==> src/bptc_pkg.sv <==
`timescale 1ns / 1ps
// ----------------------------------------------------------------------------
// bptc_pkg - shared types and constants for barometer compensation
// Coefficient bundle, register indexes and datapath widths.
// ----------------------------------------------------------------------------
package bptc_pkg;

	localparam int COEF_W   = 16;
	localparam int CFG_IDX_W = 3;

	// Register indexes on the configuration port
	localparam logic [CFG_IDX_W-1:0] IDX_SENS      = 3'd0;
	localparam logic [CFG_IDX_W-1:0] IDX_OFFSET    = 3'd1;
	localparam logic [CFG_IDX_W-1:0] IDX_SENS_TC   = 3'd2;
	localparam logic [CFG_IDX_W-1:0] IDX_OFFSET_TC = 3'd3;
	localparam logic [CFG_IDX_W-1:0] IDX_REF_TEMP  = 3'd4;
	localparam logic [CFG_IDX_W-1:0] IDX_TEMP_SENS = 3'd5;

	// Datapath widths
	localparam int RAW_W   = 24;
	localparam int DT_W    = 25;
	localparam int PROD_W  = 42;
	localparam int SQDT_W  = 50;
	localparam int TEMP_W  = 20;
	localparam int ACC_W   = 40;
	localparam int HALF_W  = 20;
	localparam int PPLO_W  = 44;
	localparam int PPHI_W  = 45;
	localparam int FULL_W  = 66;
	localparam int DIFF_W  = 48;
	localparam int PRES_W  = 32;

	localparam int TEMP_SHIFT  = 23;
	localparam int OFF_SHIFT   = 7;
	localparam int SENS_SHIFT  = 8;
	localparam int T2_SHIFT    = 31;
	localparam int PRESS_SHIFT = 21;
	localparam int PDIV_SHIFT  = 15;

	localparam logic signed [TEMP_W-1:0] TEMP_REF = 20'sd2000;

	typedef struct packed {
		logic [COEF_W-1:0] sens;
		logic [COEF_W-1:0] offset;
		logic [COEF_W-1:0] sens_tc;
		logic [COEF_W-1:0] offset_tc;
		logic [COEF_W-1:0] ref_temp;
		logic [COEF_W-1:0] temp_sens;
	} coef_t;

endpackage

==> src/bptc_cfg.sv <==
`timescale 1ns / 1ps
// ----------------------------------------------------------------------------
// bptc_cfg - calibration coefficient registers
// Decodes writes on the configuration channel into six 16-bit coefficients.
// ----------------------------------------------------------------------------
module bptc_cfg (
	input  logic                            clk,
	input  logic                            arst_n,
	input  logic                            wr_en,
	input  logic [bptc_pkg::CFG_IDX_W-1:0]  wr_index,
	input  logic [bptc_pkg::COEF_W-1:0]     wr_data,
	output bptc_pkg::coef_t                 coef
);

	bptc_pkg::coef_t coef_q;

	always_ff @(posedge clk or negedge arst_n) begin
		if (!arst_n) begin
			coef_q <= '0;
		end else if (wr_en) begin
			case (wr_index)
				bptc_pkg::IDX_SENS:      coef_q.sens      <= wr_data;
				bptc_pkg::IDX_OFFSET:    coef_q.offset    <= wr_data;
				bptc_pkg::IDX_SENS_TC:   coef_q.sens_tc   <= wr_data;
				bptc_pkg::IDX_OFFSET_TC: coef_q.offset_tc <= wr_data;
				bptc_pkg::IDX_REF_TEMP:  coef_q.ref_temp  <= wr_data;
				bptc_pkg::IDX_TEMP_SENS: coef_q.temp_sens <= wr_data;
				default: begin
					// drop writes to unused indexes
				end
			endcase
		end
	end

	assign coef = coef_q;

endmodule

==> config.mk <==
export PLATFORM = sky130hd
export DESIGN_NAME = bptc_cfg
export DESIGN_NICKNAME = d
export VERILOG_FILES = /design/src/bptc_pkg.sv /design/src/bptc_cfg.sv
export SDC_FILE = /design/constraint.sdc
export NUM_CORES = 1
export LEC_CHECK = 0
export BUFFER_PORTS_ARGS = -buffer_cell sky130_fd_sc_hd__buf_2
export CAP_MARGIN = 20
export CORE_MARGIN = 1
export CORE_UTILIZATION = 38
export CTS_CLUSTER_DIAMETER = 200
export DETAILED_ROUTE_END_ITERATION = 10
export PLACE_DENSITY = 0.73
export SYNTH_ARGS = -nofsm -noshare
export SYNTH_HDL_FRONTEND = slang
export SYNTH_SLANG_ARGS = --single-unit
==> constraint.sdc <==
create_clock -name clk -period 1.4 [get_ports clk]
set_clock_uncertainty 0.05 [all_clocks]
set_input_delay 0.21 -clock clk [delete_from_list [all_inputs] [get_ports clk]]
set_output_delay 0.21 -clock clk [all_outputs]
set_load 0.03 [all_outputs]
==> metrics.cfg <==
[timing]
slew_viol_final=0
period_share_pct=86.3
rsz0062_at_grt=no
max_freq_ghz=0.827
slew_headroom_pct=67.9
tns_ns=0
post-route-min-period_ns=1.21
tightest_slew_ns=0.481
finalHoldViolCount=0
setup_viol=0

[finish]
nets=363
diodes=0
instances_no_fill=475
final_area_um2=4690
areaGrowthSynthToFinish_pct=27.6
largest_reg_flops=96
fillCellCount=834
final_core_util_pct=50.3
drive_gt1_share_pct=71.1

[power]
finalPower_uw=8060
leakagePower_uw=0.00225
p_per_area_nw_per_um2=1720
peakVddDrop_v=0.000713

[setup_path]
crit_path_end_kind=primary output
critPathMaxStageDelay_ns=0.38
crit_arrival_ns=0.95
cpMaxStageDelayCell=dfrtp_1
worst-path-buf-inv=1
critical-path-top-delay-family=flip-flops
path_max_fanout=2
start_kind=flip-flop
worstSetupPathType=reg2out
crit_chain=buf_2
required_ns=1.14

[clock_tree]
cts_made_buffers=9
cts.path.max_buffers=2
clk_pin_slew_worst_paths_ns=0.09
htree_levels=3
root_buffer=clkbuf_8
post_cts_buffers=0
clock_latency_ns=0.35
cts.sinks=96
cts_tree=yes

[drt]
routed_wirelength_um=7690
ant_nets=0
wl_per_cell_um=16.2
drc=0
dr.pass1.iters=4
drt_iter0_drc=17
num_vias=2273
vias_per_cell=4.79

[grt]
grt_max_degree=59
antenna_found_initial=0
grt_pass1_vias=2248
grt_pass1_wl_um=12400
grtUsageTotal_pct=16.3
overflow=0

[synth]
syn_inst=208
netlist_area_um2=3680
synthDistinctLibCells=10
ys_ff_latch=96
yosysWarnings=0
yosysSeqAreaShare_pct=65.3
synth.avg_cell_area_um2=17.7
synth_nets=230

[hold_path]
hp-class=in2reg

[place]
place_inst=458
portBuffers=117
place_congestion=0.711
place_area_um2=4500
hpwl_um=5730

[die]
coreArea_um2=9330
rows=35
die-area_um2=10100
ios=118
initial_core_util_pct=39.4
dieWidth_um=100
die_h_um=100

[flow_run]
max-cap-violations=0

[run_status]
status=finished, final reports clean

layer usage:
metal | track usage [%] | wire length (um) | share of wire, % | up-vias
met4 | 3.34 | 53 | 0.69 | 0
met1 | 21.9 | 3650 | 47 | 1172
li1 | - | - | - | 1012
met3 | 5.92 | 513 | 6.7 | 5
met2 | 25.4 | 3470 | 45 | 84
met5 | 0 | 0 | 0 | -
synthesized netlist by cell type (all sizes together):
| library cell | n | area, um2 |
|---|---|---|
| dfrtp | 96 | 2400 |
| mux2 | 96 | 1080 |
| buf | 10 | 104 |
| and4bb | 3 | 37.5 |
| nand4b | 2 | 30.0 |
| nor4b | 1 | 23.8 |
timing repair:
action	in CTS	in global routing
gates resized for setup	0	0
hold buffers	1	0
endpoints found under the hold margin	96	0
layout by cell type (no fill, tap or decap):
cell | Yosys | final
mux2_2 | 95 | 95
buf_12 | 0 | 6
clkinvlp_4 | 0 | 2
buf_2 | 2 | 116
clkbuf_8 | 0 | 9
dlygate4sd3_1 | 0 | 1
and4bb_1 | 1 | 1
clkbuf_1 | 0 | 1
dfrtp_1 | 96 | 96
inv_6 | 0 | 4
and4bb_2 | 2 | 2
nand4b_2 | 2 | 2
mux2_1 | 1 | 1
nor4b_4 | 1 | 1
buf_4 | 0 | 9
final cells by class:
type	instances	area, um2	share of cell area [%]
clock inverter	6	50.0	1.07
timing repair buffer	132	778	16.6
clock buffer	10	128	2.72
multi-input combinational	102	1170	25.0
sequential	96	2400	51.2
tap	129	161	3.44
stage by stage:
stage / setup WS (ns) / hold slack, ns
after floorplan: -0.0480 / -0.136
after global placement: 0.00875 / 0.179
after detailed placement: -0.0160 / 0.183
after CTS: 0.163 / 0.0761
after global routing: 0.148 / 0.0895
final: 0.191 / 0.0961
cell families after synthesis:
group | Yosys count | synth area share (%)
DFF | 96 | 65.3
muxes | 96 | 29.4
and+or+nand+nor | 6 | 2.48
buffers and inverters | 10 | 2.82
final timing paths:
check / startpoint / to / slack, ns / depth (start not counted)
setup / recovery: coef[52]$_DFFE_PN0P_ / coef[52] / 0.19 / 1
hold / removal: wr_data[2] / coef[82]$_DFFE_PN0P_ / 0.1 / 2
setup reg to reg: coef[52]$_DFFE_PN0P_ / coef[52]$_DFFE_PN0P_ / 0.57 / 1
hold reg to reg: coef[82]$_DFFE_PN0P_ / coef[82]$_DFFE_PN0P_ / 0.45 / 1
max in group asynchronous: arst_n / coef[51]$_DFFE_PN0P_ / 0.54 / 3
min in group asynchronous: arst_n / coef[57]$_DFFE_PN0P_ / 0.33 / 3
power by group:
part / total [uW] / switching (uW) / internal, uW
clock: 1660 / 989 / 672
combinational: 2720 / 1790 / 928
sequential: 3680 / 301 / 3380
total: 8060 / 3080 / 4980
Power figures use the tool's default switching activity.
